[src/rtl/p2sca_pkg.sv]
// ----------------------------------------------------------------------------
// p2sca_pkg: shared types and constants of the size-class allocator
// Holds the channel item structs, the front-to-back queue entry, the
// operation codes, the default parameter values and the class helper.
// ----------------------------------------------------------------------------
package p2sca_pkg;

  // Default configuration values.
  localparam int NumClassesDefault   = 16;
  localparam int MinClassDefault     = 2;
  localparam int RefillCountDefault  = 10;
  localparam int PoolAddrBitsDefault = 16;

  // Operation codes.
  localparam logic OP_ALLOC = 1'b0;
  localparam logic OP_FREE  = 1'b1;

  // Width of a class number, wide enough for a bit length of 32.
  localparam int ClassW = 6;

  // Counter width of the per-class statistics.
  localparam int CntW = 15;

  // Request item.
  typedef struct packed {
    logic        op;
    logic [15:0] count;
    logic [15:0] size_bytes;
    logic [15:0] block_addr;
  } req_t;

  // Result item.
  typedef struct packed {
    logic [15:0]     addr;
    logic            fail;
    logic [3:0]      class_index;
    logic [31:0]     bytes_outstanding;
    logic [CntW-1:0] taken_count;
    logic [CntW-1:0] free_count;
  } rsp_t;

  // Classified item handed from the front to the back.
  typedef struct packed {
    logic              op;
    logic [31:0]       bytes;
    logic [ClassW-1:0] cls;
    logic              oversize;
    logic [15:0]       block_addr;
  } qent_t;

  // Number of significant bits in a 32-bit value.
  function automatic logic [ClassW-1:0] bit_length(input logic [31:0] v);
    logic [ClassW-1:0] n;
    n = '0;
    for (int i = 0; i < 32; i++) begin
      if (v[i]) begin
        n = ClassW'(i + 1);
      end
    end
    return n;
  endfunction

endpackage

[src/rtl/p2sca_fifo.sv]
// ----------------------------------------------------------------------------
// p2sca_fifo: two-entry queue between the front and the back
// Lets the front keep classifying while the back works through a refill.
// ----------------------------------------------------------------------------
module p2sca_fifo (
  input  logic              clk,
  input  logic              rst,
  input  logic              push,
  input  p2sca_pkg::qent_t  push_item,
  output logic              full,
  input  logic              pop,
  output logic              valid,
  output p2sca_pkg::qent_t  item
);

  p2sca_pkg::qent_t entries [2];
  logic             wptr;
  logic             rptr;
  logic [1:0]       fill;

  assign full  = (fill == 2'd2);
  assign valid = (fill != 2'd0);
  assign item  = entries[rptr];

  // Pointer and occupancy tracking.
  always_ff @(posedge clk) begin
    if (rst) begin
      wptr <= 1'b0;
      rptr <= 1'b0;
      fill <= 2'd0;
    end else begin
      if (push) begin
        wptr <= !wptr;
      end
      if (pop) begin
        rptr <= !rptr;
      end
      if (push && !pop) begin
        fill <= fill + 2'd1;
      end else if (pop && !push) begin
        fill <= fill - 2'd1;
      end
    end
  end

  always_ff @(posedge clk) begin
    if (push) begin
      entries[wptr] <= push_item;
    end
  end

endmodule

[config.mk]
export PLATFORM = sky130hd
export DESIGN_NAME = p2sca_fifo
export DESIGN_NICKNAME = d
export VERILOG_FILES = /design/src/rtl/p2sca_pkg.sv /design/src/rtl/p2sca_fifo.sv
export SDC_FILE = /design/constraint.sdc
export NUM_CORES = 1
export LEC_CHECK = 0
export ABC_AREA = 1
export CORE_MARGIN = 2
export CORE_UTILIZATION = 25
export DETAILED_ROUTE_END_ITERATION = 8
export DONT_BUFFER_PORTS = 1
export GPL_ROUTABILITY_DRIVEN = 0
export PLACE_DENSITY_LB_ADDON = 0.08
export SETUP_SLACK_MARGIN = 0.15
export SYNTH_ARGS = -nofsm -noshare
export SYNTH_HDL_FRONTEND = slang
export SYNTH_SLANG_ARGS = --single-unit
export TNS_END_PERCENT = 10
[constraint.sdc]
create_clock -name clk -period 4.5 [get_ports clk]
set_clock_uncertainty 0.1 [all_clocks]
set_input_delay 0.45 -clock clk [delete_from_list [all_inputs] [get_ports clk]]
set_output_delay 0.45 -clock clk [all_outputs]
set_load 0.005 [all_outputs]
# Word-level counts from Yosys, hierarchy flattened
# Memory sizes are Yosys's and may differ from the RTL's. A register that Yosys moved wholly into a read port is not among the register bits.
# Cells that the tools add are included.
dict set report totals {
  ff_bits 4
  latch_bits 0
  ramBits 112
  mem_bits_ro 0
  inputBits 60
  output_inout_bits 58
  word_cells 21
  memories 1
}
dict set report classes {
  add_sub_neg 2
  mul 0
  div_mod_pow 0
  order_cmp 0
  n_eq_ne 1
  shift 0
  mux 6
  n_bitwise 0
  n_reduce_logical 8
}
# name words width rd rd_ports_with_merged_regs wr line_no
set mem_list {}
lappend mem_list {entries 2 56 1 1 1 p2sca_fifo.sv:16} ;# p2sca_pkg::qent_t entries [2];
# op n
set ops {}
lappend ops {{$logic_not A1 Y1} 4}
lappend ops {{$mux W1} 4}
lappend ops {{$mux W2} 2}
lappend ops {{$reduce_bool A2 Y1} 2}
lappend ops {{$add A2 B1 Y2 const B} 1}
lappend ops {{$eq A2 B2 Y1 const B} 1}
lappend ops {{$logic_and A1 B1 Y1} 2}
lappend ops {{$sub A2 B1 Y2 const B} 1}

# Depth between registers and ports, before layout
# Gate-level depths: netlist of the first run.
dict set report depth {
  ltp_word 4
  depth_mapped 8
  ltp_nobuf 8
}

# Worst setup path before layout of the first run
# No wires, ideal clock.
dict set report synth_timing {
  path_kind {input -> register}
  startpoint {input push}
  endpoint {memory entries[0][0] (netlist bit) (enable)}
  setup_time_ps 471
  t_arrival_ps 2840
  required_time_ps 3929
  slack_ps 1088
  stages 2
  path_buffers 0
  path_cell_list {inv_1 -> nor2_1}
}
dict set report synth_between {
  elab_chain_cells 2
}
# item line_no
set synth_rtl {}
lappend synth_rtl {{start, declared} p2sca_fifo.sv:8} ;# input logic push,
lappend synth_rtl {{$mux W1} p2sca_fifo.sv:47} ;# if (push) begin
lappend synth_rtl {{$mux W1 (implied by the code)} p2sca_fifo.sv:48} ;# entries[wptr] <= push_item;
lappend synth_rtl {{end, declared} p2sca_fifo.sv:16}
# No other way between the ends.

==> impl_metrics.tcl, run 1 <==
set metrics [dict create \
    status "finished, final reports clean" \
    ys_seq_elements 117 \
    cts_resized 0 \
    cts_buffers 17 \
    pwr-share-seq_pct 48.2 \
    synth_ff_type "edfxtp_1" \
    crit_buf_inv 0 \
    slowest_delay_ns 1.03 \
    hp-class "primary input to flip-flop" \
    dieArea_sq_um 18800 \
    hold_violations 0 \
    fin_area_sq_um 5240 \
    period_minus_slack_ns 2.49 \
    grt_setup_unrepaired "false" \
    cts_max_level 4 \
    n_antenna_cell 0 \
    synth_area_leaders "edfxtp_1 (76%), mux2_4 (14%), mux2_2 (4.1%), dfxtp_1 (2.3%), buf_6 (1.3%)" \
    intPower_uw 2150 \
    min-delay-start "push_item[3]" \
    cp-start-kind "flip-flop" \
    cts_num_sinks 117 \
    dieHeight_um 137 \
    grt_max_degree 57 \
    maxCapViolCount 0 \
    drt_first_pass_iters 4 \
    yosysMostFrequentCell "edfxtp_1" \
    drv_slew 0 \
    io_pins 118 \
    grt_first_pass_wirelength_um 11800 \
    antenna_found_initial 0 \
    synthAdderAreaFrac_pct 0.282 \
    drc_errors 0 \
    yosys.area_share.simple_pct 1.38 \
    num_rows 48 \
    dp_hpwl_um 4830 \
    ys_seq_area_share_pct 78.1 \
    routed_via_density 4.01 \
    clock.fmax_ghz 0.401 \
    synth-compound-area-share_pct 0.226 \
    synth_top_family_by_area "multiplexers" \
    cp_data_arrival_time_ns 1.94 \
    cts-root-buf "clkbuf_16" \
    yosysUniqueCellTypes 16 \
    yosysWarningCount 0 \
    track_usage_pct 9.13 \
    critPathSlowestCell "dfxtp_4" \
    synth_mux_area_share_pct 17.6 \
    path_cells "mux2_2" \
    fp.dieW_um 137 \
    combPwrFrac_pct 5.7 \
    finalCritPeriodShare_pct 55.4 \
    synth-edff-count 112 \
    critPathKind "flip-flop to output port" \
    leakagePower_uw 0.00183 \
    initial_core_util_pct 25.6 \
    io_buffer_count 0 \
    fin_ws_ns 2.01 \
    clock_latency_ns 0.40 \
    fin_nets 284 \
    relSlewSlack_pct 27.1 \
    postRouteAntennaNets 0 \
    yosysTopAreaCellShare_pct 75.9 \
    p_sw_uw 553 \
    r2r_slack_ns 2.44 \
    overflow 0 \
    fillers 1703 \
    yosys-top-cells-count "edfxtp_1 (112), mux2_4 (40), mux2_2 (16), inv_1 (9)" \
    pre_cts_ws_ns 2.22 \
    cp_top_family "flip-flops" \
    postCtsSetupRepairBufs 0 \
    tns_ns 0 \
    worstReg2RegStart "wptr$_SDFFE_PP0P_" \
    switching_share_pct 20.5 \
    tightest_slew_ns 1.09 \
    fp.coreArea_sq_um 17300 \
    place_area_sq_um 4680 \
    crit_required_ns 3.95 \
    grt_pass1_vias 1948 \
    drt_wl_total_um 8130 \
    synthArstFlopShare_pct 0 \
    tritoncts "done" \
    crit_fanout 56 \
    syn_nets 268 \
    synthXorXnorAreaFrac_pct 0.198 \
    num_vias 1847 \
    drtIter0Drc 105 \
    synth_top_cell_by_area "edfxtp_1" \
    powerDensity_nw_per_um2 516 \
    syn-instance-count 207 \
    cts_buffer_depth 2 \
    cp-end-kind "output port" \
    area_delta_synth_final_pct 18.2 \
    setup_viol 0 \
    clkTransAtPathRegs_ns 0.05 \
    synth_area_sq_um 4430 \
    clkPwrFrac_pct 46.1 \
    wl_per_cell_um 17.6 \
    drive_above_1_share_pct 36.9 \
    ir_worst_vdd_mv 0.228 \
    avgSynthCellArea_sq_um 21.4 \
]
==> per-stage QoR <==
step                utilization (%)  cells  power (uW)  hold WS, ns
floorplan                         -    207        1450        0.380
detailed placement             27.0    428        1490        0.399
finish                         30.3    461        2700       0.0381
global route                   30.3    461        2820      0.00323
global placement               27.0    428        1490        0.400
CTS                            30.3    461        2760      0.00992
==> final timing paths <==
path / to / depth (start not counted)
max: item[48] / 1
min: entries[1][3]$_DFFE_PP_ / 0
max reg2reg: entries[0][35]$_DFFE_PP_ / 2
min reg2reg: flip-flop / 2
==> cells by family after synthesis <==
| logic type | count (synthesis) |
|---|---|
| adder cells (fa/ha/maj) | 1 |
| AO/OA/AOI/OAI | 2 |
| AND/OR/NAND/NOR | 15 |
| buffers and inverters | 15 |
| multiplexers | 56 |
| XOR/XNOR | 1 |
| flip-flops | 117 |
==> sequential cells by signal, indices dropped and copies added (netlist names), named ones only <==
register	count
rptr	1
entries	112
fill	2
wptr	1
==> routing by layer <==
layer  vias to the layer above  share of wire (%)  track usage [%]
met4                         0                1.8             4.64
met2                        87                 48             13.3
met3                        12                 14             6.63
met1                       917                 37             9.73
li1                        831                  -                -
met5                         -                  0                0
==> placed cells by master, fill, tap and decap left out, types with 2 or more instances in the layout <==
cell	instances
clkinv_1	3
nor2_1	5
clkbuf_1	3
clkinv_2	5
mux2_2	16
mux2_4	40
edfxtp_1	112
nand2_1	6
buf_4	2
bufinv_16	2
clkbuf_16	17
inv_1	8
dfxtp_1	4
==> what timing repair did <==
item	CTS	global route
endpoints found under the hold margin	3	0
endpoints found under the setup margin	0	0
hold buffers	1	0
==> power by group through the flow <==
stage               combinational, uW  clock (uW)  sequential, uW
finish                            155        1250            1300
global route                      171        1340            1310
CTS                               162        1290            1310
detailed placement                160           0            1330
global placement                  160           0            1330
floorplan                         153           0            1300
==> final cells by class <==
cell class	count	area, sq um	area share, %
inverters	9	33.8	0.645
flip-flops and latches	117	3470	66.2
clock inverters	12	113	2.15
multi-input cells	75	881	16.8
repair buffers	3	25.0	0.478
well taps	225	282	5.38
clock buffers	20	437	8.34
Power figures use the tool's default switching activity.
==> run 2, diff against run 1 <==
==> constraint.sdc (replaced) <==
create_clock -name clk -period 2.57 [get_ports clk]
set_clock_uncertainty 0.1 [all_clocks]
set_input_delay 0.257 -clock clk [delete_from_list [all_inputs] [get_ports clk]]
set_output_delay 0.257 -clock clk [all_outputs]
set_load 0.005 [all_outputs]
==> impl_metrics.tcl, run 2 (synthesized netlist as in run 1, its figures left out) <==
set metrics [dict create \
    status "finished, final reports clean" \
    grt_first_pass_wirelength_um 12500 \
    combPwrFrac_pct 8.4 \
    crit_fanout 33 \
    routed_via_density 3.98 \
    final_cell_mix "edfxtp_1 (112), dlygate4sd3_1 (60), mux2_4 (40), clkbuf_16 (17), mux2_2 (16)" \
    track_usage_pct 9.49 \
    crit_required_ns 2.21 \
    layout_commonest_cell "edfxtp_1" \
    largest_registers "entries: 112 flops, fill: 2 flops" \
    fin_nets 348 \
    grt_pass1_vias 2261 \
    setup_viol 0 \
    switching_share_pct 19.7 \
    wl_per_cell_um 15.9 \
    period_minus_slack_ns 2.06 \
    met2_length_um 3870 \
    drtIter0Drc 52 \
    drv_slew 0 \
    initial_core_util_pct 25.6 \
    num_rows 48 \
    powerDensity_nw_per_um2 832 \
    leakagePower_uw 0.00210 \
    cp-end-kind "output port" \
    clkPwrFrac_pct 45.9 \
    m1WireLength_um 3510 \
    dp_hpwl_um 5160 \
    cts_buffers 17 \
    drive_above_1_share_pct 29.2 \
    tightest_slew_ns 0.645 \
    wl_met3_um 761 \
    cts_buffer_depth 2 \
    critPathKind "flip-flop to output port" \
    finalCritPeriodShare_pct 80.1 \
    postCtsSetupRepairBufs 0 \
    cts_num_sinks 117 \
    fillers 1662 \
    largest-register "entries" \
    intPower_uw 3920 \
    maxCapViolCount 0 \
    tritoncts "done" \
    dieArea_sq_um 18800 \
    min-delay-start "pop" \
    cts_resized 0 \
    cp_data_arrival_time_ns 1.70 \
    pwr-share-seq_pct 45.7 \
    cts_max_level 4 \
    fin_ws_ns 0.512 \
    cp-start-kind "flip-flop" \
    antenna_found_initial 0 \
    relSlewSlack_pct 57.0 \
    hp-class "primary input to flip-flop" \
    hold_violations 0 \
    cts-root-buf "clkbuf_16" \
    num_vias 2080 \
    area_delta_synth_final_pct 32.5 \
    tns_ns 0 \
    overflow 0 \
    grt_max_degree 34 \
    dieHeight_um 137 \
    ir_worst_vdd_mv 0.411 \
    drt_first_pass_iters 4 \
    worstReg2RegStart "wptr$_SDFFE_PP0P_" \
    clock_latency_ns 0.40 \
    largest_reg_flops 112 \
    clock.fmax_ghz 0.486 \
    drt_wl_total_um 8330 \
    n_antenna_cell 0 \
    fp.coreArea_sq_um 17300 \
    grt_setup_unrepaired "false" \
    postCtsHoldBufs 60 \
    io_buffer_count 0 \
    io_pins 118 \
    postRouteAntennaNets 0 \
    clkTransAtPathRegs_ns 0.05 \
    pre_cts_ws_ns 0.914 \
    fp.dieW_um 137 \
    top_layer_used "met4" \
    drc_errors 0 \
    p_sw_uw 964 \
]
## run 2: cell count changes in the layout (fill, tap and decap cells not counted), sizes merged
cell	previous run	this run
buf	2	7
dlygate4sd3	1	60
clkbuf	20	23
clkinvlp	1	0
clkinv	9	4
bufinv	2	3
## run 2: metrics by stage
stage               hold slack (ns)  area [sq um]  power [uW]  instances  util, %
floorplan                     0.229          4430        2540        207        -
detailed placement            0.227          4720        2610        433     27.3
finish                       0.0398          5870        4890        523     33.9
global placement              0.224          4720        2610        433     27.3
CTS                          0.0214          5870        4980        523     33.9
global route                 0.0294          5870        5100        523     33.9
## run 2: power groups by stage
stage	clock, uW	sequential (uW)	combinational, uW
2_1_floorplan	0	2270	269
3_3_place_gp	0	2270	339
3_5_place_dp	0	2270	337
4_1_cts	2320	2230	427
5_1_grt	2410	2240	452
6_report	2240	2230	411
## run 2: final cells by class
class	instances	area, sq um	area share [%]
timing repair buffer	67	653	11.1
clock buffer	23	448	7.63
inverter	9	33.8	0.575
clock inverter	7	106	1.81
multi-input combinational	75	881	15.0
tap	225	282	4.80
sequential	117	3470	59.1
## run 2: routing by layer
| metal | up-vias | GRT usage (%) |
|---|---|---|
| li1 | 960 | - |
| met1 | 1016 | 10.7 |
| met2 | 89 | 14.2 |
| met3 | 15 | 5.22 |
| met4 | 0 | 5.50 |
| met5 | - | 0 |
## run 2: path summary, 6_finish.rpt
path	end	slack [ns]	depth (start not counted)
hold / removal	fill[0]$_SDFFE_PP0P_	0.04	3
setup reg to reg	entries[0][45]$_DFFE_PP_	1.07	2
setup / recovery	item[47]	0.51	2
hold reg to reg	rptr$_SDFFE_PP0P_	0.41	2
## run 2: worst max-delay path, stage by stage, from the launching register on
cell and delay (ns):
dfxtp_4 0.33, buf_4 0.51, mux2_2 0.42
