--- src/rtl/p2sca_pkg.sv ---
// ----------------------------------------------------------------------------
// p2sca_pkg: shared types and constants of the size-class allocator
// Holds the channel item structs, the front-to-back queue entry, the
// operation codes, the default parameter values and the class helper.
// ----------------------------------------------------------------------------
package p2sca_pkg;

  // Default configuration values.
  localparam int NumClassesDefault   = 16;
  localparam int MinClassDefault     = 2;
  localparam int RefillCountDefault  = 10;
  localparam int PoolAddrBitsDefault = 16;

  // Operation codes.
  localparam logic OP_ALLOC = 1'b0;
  localparam logic OP_FREE  = 1'b1;

  // Width of a class number, wide enough for a bit length of 32.
  localparam int ClassW = 6;

  // Counter width of the per-class statistics.
  localparam int CntW = 15;

  // Request item.
  typedef struct packed {
    logic        op;
    logic [15:0] count;
    logic [15:0] size_bytes;
    logic [15:0] block_addr;
  } req_t;

  // Result item.
  typedef struct packed {
    logic [15:0]     addr;
    logic            fail;
    logic [3:0]      class_index;
    logic [31:0]     bytes_outstanding;
    logic [CntW-1:0] taken_count;
    logic [CntW-1:0] free_count;
  } rsp_t;

  // Classified item handed from the front to the back.
  typedef struct packed {
    logic              op;
    logic [31:0]       bytes;
    logic [ClassW-1:0] cls;
    logic              oversize;
    logic [15:0]       block_addr;
  } qent_t;

  // Number of significant bits in a 32-bit value.
  function automatic logic [ClassW-1:0] bit_length(input logic [31:0] v);
    logic [ClassW-1:0] n;
    n = '0;
    for (int i = 0; i < 32; i++) begin
      if (v[i]) begin
        n = ClassW'(i + 1);
      end
    end
    return n;
  endfunction

endpackage

--- src/rtl/p2sca_front.sv ---
// ----------------------------------------------------------------------------
// p2sca_front: request intake and size classification
// Registers the request size (the element product on an allocate), then
// rounds it to its power-of-two class and pushes the item to the queue.
// ----------------------------------------------------------------------------
module p2sca_front #(
  parameter int NUM_CLASSES = p2sca_pkg::NumClassesDefault,
  parameter int MIN_CLASS   = p2sca_pkg::MinClassDefault
) (
  input  logic              clk,
  input  logic              rst,
  input  logic              req_valid,
  output logic              req_stall,
  input  p2sca_pkg::req_t   req,
  output logic              push,
  output p2sca_pkg::qent_t  push_item,
  input  logic              full
);

  logic        s1_valid;
  logic        s1_op;
  logic [31:0] s1_bytes;
  logic [15:0] s1_addr;
  logic        accept;
  logic [31:0] product;
  logic [p2sca_pkg::ClassW-1:0] raw_cls;
  logic [p2sca_pkg::ClassW-1:0] cls;

  // The stage holds its item while the queue is full.
  assign req_stall = s1_valid && full;
  assign accept    = req_valid && !req_stall;
  assign push      = s1_valid && !full;

  // Requested bytes: the element product on an allocate, the size on a free.
  assign product = 32'(req.count) * 32'(req.size_bytes);

  always_ff @(posedge clk) begin
    if (rst) begin
      s1_valid <= 1'b0;
    end else if (accept) begin
      s1_valid <= 1'b1;
    end else if (push) begin
      s1_valid <= 1'b0;
    end
  end

  always_ff @(posedge clk) begin
    if (accept) begin
      s1_op    <= req.op;
      s1_bytes <= (req.op == p2sca_pkg::OP_ALLOC) ? product : 32'(req.size_bytes);
      s1_addr  <= req.block_addr;
    end
  end

  // Round up to a power of two, with a floor at the smallest class.
  always_comb begin
    raw_cls = (s1_bytes > 32'd1) ? p2sca_pkg::bit_length(s1_bytes - 32'd1) : '0;
    cls     = (raw_cls < p2sca_pkg::ClassW'(MIN_CLASS)) ?
              p2sca_pkg::ClassW'(MIN_CLASS) : raw_cls;
    push_item.op         = s1_op;
    push_item.bytes      = s1_bytes;
    push_item.cls        = cls;
    push_item.oversize   = (cls >= p2sca_pkg::ClassW'(NUM_CLASSES));
    push_item.block_addr = s1_addr;
  end

endmodule

--- config.mk ---
export PLATFORM = sky130hd
export DESIGN_NAME = p2sca_front
export DESIGN_NICKNAME = d
export VERILOG_FILES = /design/src/rtl/p2sca_pkg.sv /design/src/rtl/p2sca_front.sv
export SDC_FILE = /design/constraint.sdc
export NUM_CORES = 1
export LEC_CHECK = 0
export BUFFER_PORTS_ARGS = -buffer_cell sky130_fd_sc_hd__buf_4
export CORE_ASPECT_RATIO = 1.25
export CORE_MARGIN = 8
export CORE_UTILIZATION = 50
export DETAILED_ROUTE_END_ITERATION = 6
export PLACE_DENSITY = 0.69
export REMOVE_ABC_BUFFERS = 1
export SLEW_MARGIN = 20
export SYNTH_ARGS = -nofsm -noshare
export SYNTH_HDL_FRONTEND = slang
export SYNTH_SLANG_ARGS = --single-unit
--- constraint.sdc ---
create_clock -name clk -period 15.2 [get_ports clk]
set_input_delay 0.76 -clock clk [delete_from_list [all_inputs] [get_ports clk]]
set_output_delay 0.76 -clock clk [all_outputs]
set_load 0.02 [all_outputs]
Word-level counts from Yosys, hierarchy flattened

Index checks and enable logic that the tools add are counted.

Register bits: 50
Input bits: 53
Output and inout port bits: 58
Logic and storage cells: 53

Add/sub/neg operators: 1
Magnitude comparators: 3
Muxes and demuxes: 37
Multipliers: 1
Reduce and logical (&&, ||, !) cells: 6

Operators by type and width:

| cell                    | count |
|---|---|
| $mux W6                 | 33 |
| $gt A32 B1 Y1 const B   | 1 |
| $mul A16 B16 Y32        | 1 |
| $sub A32 B1 Y32 const B | 1 |
| $mux W16                | 1 |
| $ge A6 B5 Y1 const B    | 1 |
| $lt A6 B2 Y1 const B    | 1 |
| $logic_and A1 B1 Y1     | 3 |
| $mux W1                 | 3 |
| $logic_not A1 Y1        | 2 |
| $reduce_bool A2 Y1      | 1 |

Depth between registers and ports, before layout

Gate-level depths: netlist of run 1.

Word-level depth: 37
Mapped depth: 24
Depth with buffers taken out: 23

Least setup slack after synthesis of run 1

Ideal clock, no wire load.

Path type: input -> register
Start point: in req[20] (netlist bit)
End point: reg s1_bytes[31], data pin
Setup slack: 8423 ps
Required time: 14934 ps
Setup time: 266 ps
Stages on the path: 24
Path buffers: 2
Data arrival time: 6511 ps
Path through: clkbuf_1 > clkbuf_1 > nand2_1 > fa_1 > inv_1 > fa_1 > inv_1 > fa_1 > fa_1 > inv_1 > fa_1 > inv_1 > fa_1 > inv_1 > ha_1 > a21o_1 > a2111oi_0 > o21ai_0 > a21oi_1 > a211oi_1 > o21ai_0 > a32oi_1 > xnor2_1 > nor2_1

Word-level cells in the longest chain between the ends: 1

RTL lines:

| item                 | RTL line          | RTL |
|---|---|---|
| from (decl)          | p2sca_front.sv:14 | `input p2sca_pkg::req_t req,` |
| $mul A16 B16 Y32     | p2sca_front.sv:35 | `assign product = 32'(req.count) * 32'(req.size_bytes);` |
| to (signal assigned) | p2sca_front.sv:50 | `s1_bytes <= (req.op == p2sca_pkg::OP_ALLOC) ? product : 32'(req.size_bytes);` |
| to (decl)            | p2sca_front.sv:22 | `logic [31:0] s1_bytes;` |

No other way between the ends.
A chain may end at the register's enable or synchronous reset.

Worst setup path in the final report of run 1

Start point: in req[17] (netlist bit)
End point: reg s1_bytes[31], data pin

The elaborated chain is that of the path after synthesis.

==> results of run 1 <==
==> sequential cells by signal (all words and copies together), names as in the netlist <==
signal    flops
s1_bytes     32
s1_addr      16
s1_op         1
s1_valid      1
==> per-stage QoR <==
step           instance area [sq um]  power, mW
2_1_floorplan                  11300       2.17
3_3_place_gp                   12500       2.75
3_5_place_dp                   12500       2.77
4_1_cts                        12600       2.90
5_1_grt                        12600       3.22
6_report                       12600       2.88
==> power by group through the flow <==
stage	sequential (mW)	combinational [mW]	clock (mW)
detailed placement	0.343	2.43	0
global placement	0.344	2.40	0
global route	0.350	2.74	0.122
CTS	0.340	2.44	0.119
floorplan	0.355	1.81	0
finish	0.344	2.42	0.115
==> per-layer routing <==
layer / vias up / routed length, microns
met3: 82 / 1850
met1: 4617 / 11100
li1: 4260 / -
met4: 0 / 1270
met5: - / 0
met2: 306 / 15900
==> cell usage after synthesis (all sizes together), types with 6 or more instances <==
library cell and instances:
a21oi 29, nor4 6, nor3b 7, a21o 13, nand3 20, o31ai 11, xor2 21, inv 241
nand4 10, ha 107, nor2 50, nor3 29, o21ai 37, clkbuf 58, and2 93, or4 6
fa 194, xnor2 19, edfxtp 49, nor2b 9, o21bai 6, nand2 205, a211oi 8, o21a 10
==> area by class of cell <==
class,count,area share
multi-input cells,956,0.704
flip-flops and latches,50,0.118
inverters,241,0.0716
repair buffers,112,0.0665
well taps,288,0.0285
clock buffers,5,0.00990
clock inverters,3,0.00188
==> final timing paths <==
| path | startpoint | endpoint | slack [ns] | depth (start not counted) |
|---|---|---|---|---|
| max reg2reg | s1_valid$_SDFFE_PP0P_ | s1_bytes[23]$_SDFFCE_PP0P_ | 13.72 | 3 |
| max | req[17] | s1_bytes[31]$_SDFFCE_PP0P_ | 8.34 | 23 |
| min | rst | s1_valid$_SDFFE_PP0P_ | 0.62 | 2 |
| min reg2reg | s1_valid$_SDFFE_PP0P_ | s1_valid$_SDFFE_PP0P_ | 0.68 | 3 |
==> placed cells by master, fill, tap and decap left out, types with 5 or more instances in the layout <==
master / Yosys / final
o21a_1: 10 / 10
nand4_1: 10 / 10
a21o_1: 13 / 13
clkbuf_16: 0 / 5
inv_1: 241 / 241
o21ai_0: 35 / 35
or4_1: 5 / 5
xnor2_1: 19 / 19
nand2_1: 205 / 205
xor2_1: 21 / 21
ha_1: 107 / 107
and2_1: 93 / 93
nand3_1: 19 / 19
a21oi_1: 29 / 29
o21bai_1: 6 / 6
o31ai_1: 10 / 10
nor3_1: 29 / 29
nor3b_1: 6 / 6
buf_4: 1 / 112
nor2_1: 50 / 50
mux2_2: 5 / 5
a211oi_1: 8 / 8
edfxtp_1: 49 / 49
nor2b_1: 9 / 8
fa_1: 194 / 194
==> cell families after synthesis <==
group,after synthesis
xor gates and xnor gates,40
AOI/OAI and AO/OA,151
DFF,50
muxes,7
and+or+nand+nor,457
buffers and inverters,302
adders and majority gates,301
==> results.cfg, run 1 <==
[worst_setup_path]
crit_buf_inv = 6
worst_ep_required_time_ns = 15.23
critPathKind = in -> reg
crit_top_cell = fa_1
path_max_fanout = 17
cp_slowest_cell = a2111oi_0
cp_slowest_stage_delay_ns = 0.62
crit_path_start_kind = input port
path_cells = buf_4 > nand2_1 > fa_1 > inv_1 > fa_1 > inv_1 > fa_1 > fa_1 > inv_1 > fa_1 > inv_1 > fa_1 > inv_1 > ha_1 > a21o_1 > a2111oi_0 > o21ai_0 > a21oi_1 > a211oi_1 > o21ai_0 > a32oi_1 > xnor2_1 > nor2_1
endpoint_kind = flip-flop
critPathTopFamily = adder cells
cp.arrival_ns = 6.89

[clock_tree]
clkSinkCount = 50
insertion_delay_ns = 0.29
postCtsSetupRepairBufs = 0
holdBufCountCts = 0
clk_pin_slew_ns = 0.07
htree_levels = 2
cts_resized = 0
cts_buffers = 5
max-clock-path-buffers = 2
cts_tree = done
root_buffer = clkbuf_16

[drt]
wl_mm = 30.1
route.detailed.drc = 0
viasPerCell = 5.60
dr_total_vias = 9265
wire_per_inst_microns = 18.2
drt_first_pass_iters = 5
drtIter0Drc = 543
ant_nets = 0

[global_routing]
use_met1 = 0.254
grt.overflow.total = 0
grt_pass1_wl_mm = 48.4
grt_use_total = 0.218
met2_usage = 0.397
grt.busiest_layer = met2
met3_usage = 0.0234
grt_max_degree = 50
grt_pass1_vias = 9565
grt_antenna_before_repair = 0

[sta]
min_period_ns = 6.86
worst_slew_pin_slew_ns = 0.905
setup_tns_ns = 0
setup_slack_ns = 8.34
rsz0062_at_grt = no
timing.final.hold_violations = 0
drv_slew = 0
fmax_mhz = 146
fin_crit_sh = 0.451
setup_viol = 0
finClkSkew_ns = 0.00671
maxSlewHeadroom = 0.381
whs_ns = 0.622

[yosys]
yosys.area_share.simple = 0.194
synth.yosys.warnings = 0
muxShareOfSynthArea = 0.00662
synth_area_leader_cell = fa_1
synthTopCellsByArea = fa_1 (34%), edfxtp_1 (13%), ha_1 (12%)
syn_area_per_cell_sq_um = 8.81
synth_compound_area_frac = 0.0869
ys_ff_latch = 50
synthAdderAreaFrac = 0.453
synth_top_family_by_area = adder cells
syn_inst = 1308
async_flop_share = 0
synth-edff-count = 49
netlist_area_sq_um = 11500
ys_types = 65
synth_xor_area_frac = 0.0304
ys_seq_area_frac = 0.129
synth_ff_type = edfxtp_1
synth_top_area_share = 0.337

[layout]
fillers = 2130
drive_gt1_frac = 0.101
multiInputGateArea_sq_um = 8890
seq_area_sq_um = 1490
areaGrowthSynthToFinish_pct = 9.68
fin_cells = 1655
diodes = 0
fin_nets = 1720
post-route-util = 0.554

[placement]
portBuffers = 110
place.gp.congestion = 0.909
hpwl_mm = 24.4
dp_worst_setup_slack_ns = 8.05
placed_cells = 1647

[floorplan]
rows = 62
die_h_microns = 186
coreArea_sq_um = 22800
initial_core_util = 0.505
die_x_microns = 152
io_pins = 111
dieArea_sq_um = 28200

[pwr]
ir_worst_vdd_mv = 0.267
intPower_mw = 1.36
netSwitchingFraction = 0.527
power_density_nw_per_um2 = 228
p_switching_mw = 1.52
combPwrFrac = 0.841
leakage_nw = 6.05
p_clk_frac = 0.040
seq_power_share = 0.119

[run]
cap_viol_max_count = 0

[hold_path]
hold_path.class = in -> reg

[status]
outcome = finished clean
No activity file was read; power rests on OpenSTA's default activity.
==> inputs of run 2 (changes only) <==
--- a/config.mk
+++ b/config.mk
@@ -10,7 +10,7 @@
 export CORE_MARGIN = 8
 export CORE_UTILIZATION = 50
 export DETAILED_ROUTE_END_ITERATION = 6
-export PLACE_DENSITY = 0.69
+export PLACE_DENSITY = 0.72
 export REMOVE_ABC_BUFFERS = 1
 export SLEW_MARGIN = 20
 export SYNTH_ARGS = -nofsm -noshare
==> constraint.sdc (replaced) <==
create_clock -name clk -period 5.81 [get_ports clk]
set_input_delay 0.2905 -clock clk [delete_from_list [all_inputs] [get_ports clk]]
set_output_delay 0.2905 -clock clk [all_outputs]
set_load 0.02 [all_outputs]
==> results.cfg, run 2 (synthesized netlist as in run 1, its figures left out) <==
[drt]
routed-wl-met3_mm = 2.03
ant_nets = 0
drt-met1-wl_mm = 11.8
drt_first_pass_iters = 5
route.detailed.drc = 0
wl_mm = 30.5
routed.top_layer = met4
dr_total_vias = 9640
wire_per_inst_microns = 17.4
met2_length_mm = 15.5
drtIter0Drc = 500
viasPerCell = 5.50

[clock_tree]
htree_levels = 2
cts_tree = done
clkSinkCount = 50
cts_buffers = 5
clk_pin_slew_ns = 0.07
insertion_delay_ns = 0.29
max-clock-path-buffers = 2
root_buffer = clkbuf_16
holdBufCountCts = 0

[sta]
maxSlewHeadroom = 0.499
fin_crit_sh = 0.980
finClkSkew_ns = 0.00627
drv_slew = 0
min_period_ns = 5.69
setup_tns_ns = 0
setup_viol = 0
worst_slew_pin_slew_ns = 0.744
setup_slack_ns = 0.118
fmax_mhz = 176
rsz0062_at_grt = yes
timing.final.hold_violations = 0

[placement]
placed_area_sq_um = 13200
placed_cells = 1739
dp_worst_setup_slack_ns = -0.426
place.gp.congestion = 0.930
portBuffers = 110
hpwl_mm = 26.0

[layout]
largest_reg_flops = 32
reg_top3 = s1_bytes x32, s1_addr x16
fin_nets = 1819
diodes = 0
final_cell_mix = inv_1 (239), nand2_1 (203), buf_4 (199)
multiInputGateArea_sq_um = 9030
fin_cells = 1753
post-route-cell-area_sq_um = 13600
seq_area_sq_um = 1490
fillers = 1967
areaGrowthSynthToFinish_pct = 17.8
drive_gt1_frac = 0.177
layout_commonest_cell = inv_1
largest_register = s1_bytes

[worst_setup_path]
path_cells = buf_6 > buf_6 > buf_6 > buf_6 > and2_4 > fa_1 > inv_2 > fa_1 > fa_1 > fa_1 > fa_1 > inv_2 > fa_1 > ha_4 > o21a_1 > o211ai_1 > o22a_1 > o31a_1 > o21ai_1 > a21o_1 > a21oi_2 > xor2_1 > nor2_1
crit_top_cell = fa_1
endpoint_kind = flip-flop
crit_path_start_kind = input port
path_max_fanout = 7
crit_buf_inv = 6
cp_slowest_stage_delay_ns = 0.57
critPathTopFamily = adder cells
cp.arrival_ns = 5.72
critPathKind = in -> reg
cp_slowest_cell = fa_1
worst_ep_required_time_ns = 5.84

[status]
outcome = finished clean

[global_routing]
grt_antenna_before_repair = 0
grt_use_total = 0.217
grt.overflow.total = 0
grt_pass1_vias = 10100
grt_pass1_wl_mm = 49.1
grt_max_degree = 50

[run]
cap_viol_max_count = 0

[floorplan]
initial_core_util = 0.505
die_x_microns = 152
io_pins = 111
coreArea_sq_um = 22800
dieArea_sq_um = 28200
rows = 62
die_h_microns = 186

[pwr]
power_density_nw_per_um2 = 671
p_total_mw = 9.11
ir_worst_vdd_mv = 0.484
leakage_nw = 6.56

[hold_path]
hold_path.class = in -> reg
[run 2: cell count changes in the layout (fill, tap and decap cells not counted), sizes merged]
| cell | before | now |
|---|---|---|
| buf | 112 | 211 |
| inv | 242 | 241 |
[run 2: what timing repair did]
item | in CTS | in global routing
buffers inserted | 0 | 8
setup endpoints to repair | 4 | 10
pin swaps | 1 | 43
gates resized for setup | 5 | 34
hold endpoints to repair | 0 | 0
[run 2: worst paths after layout]
kind	slack (ns)	cells after the start	endpoint	startpoint
min reg2reg	0.66	3	s1_valid$_SDFFE_PP0P_	s1_valid$_SDFFE_PP0P_
min	0.14	2	s1_valid$_SDFFE_PP0P_	rst
max	0.12	23	s1_bytes[24]$_SDFFCE_PP0P_	req[39]
max reg2reg	4.33	3	s1_addr[11]$_DFFE_PP_	s1_valid$_SDFFE_PP0P_
[run 2: area by class of cell]
cell class | instances | area share
inverter | 241 | 0.0666
tap | 288 | 0.0265
clock inverter | 2 | 0.00111
clock buffer | 5 | 0.00921
timing repair buffer | 211 | 0.122
multi-input combinational | 956 | 0.665
sequential | 50 | 0.110
[run 2: power by group]
part	switching (mW)	total, mW	leakage [nW]	internal [mW]
clock	0.124	0.281	0.0619	0.157
sequential	0.212	0.870	0.489	0.658
combinational	4.08	7.96	6.01	3.87
total	4.42	9.11	6.56	4.69
[run 2: metal layers]
metal,track usage,vias up
met3,0.0306,60
met2,0.398,332
met5,0,-
li1,-,4468
met4,0.0864,0
met1,0.248,4780
[run 2: per-stage QoR]
stage | utilization | hold slack [ns]
after global placement | 0.580 | 0.451
after CTS | 0.586 | 0.139
after global routing | 0.595 | 0.149
final | 0.595 | 0.144
after floorplan | - | 0.363
after detailed placement | 0.580 | 0.451
[run 2: worst reg2reg max path, delay by kind of cell (launching register included)]
family                 cells  cell delay (ns)
buffers and inverters      1             0.50
flip-flops                 1             0.31
AND/OR/NAND/NOR            2             0.29
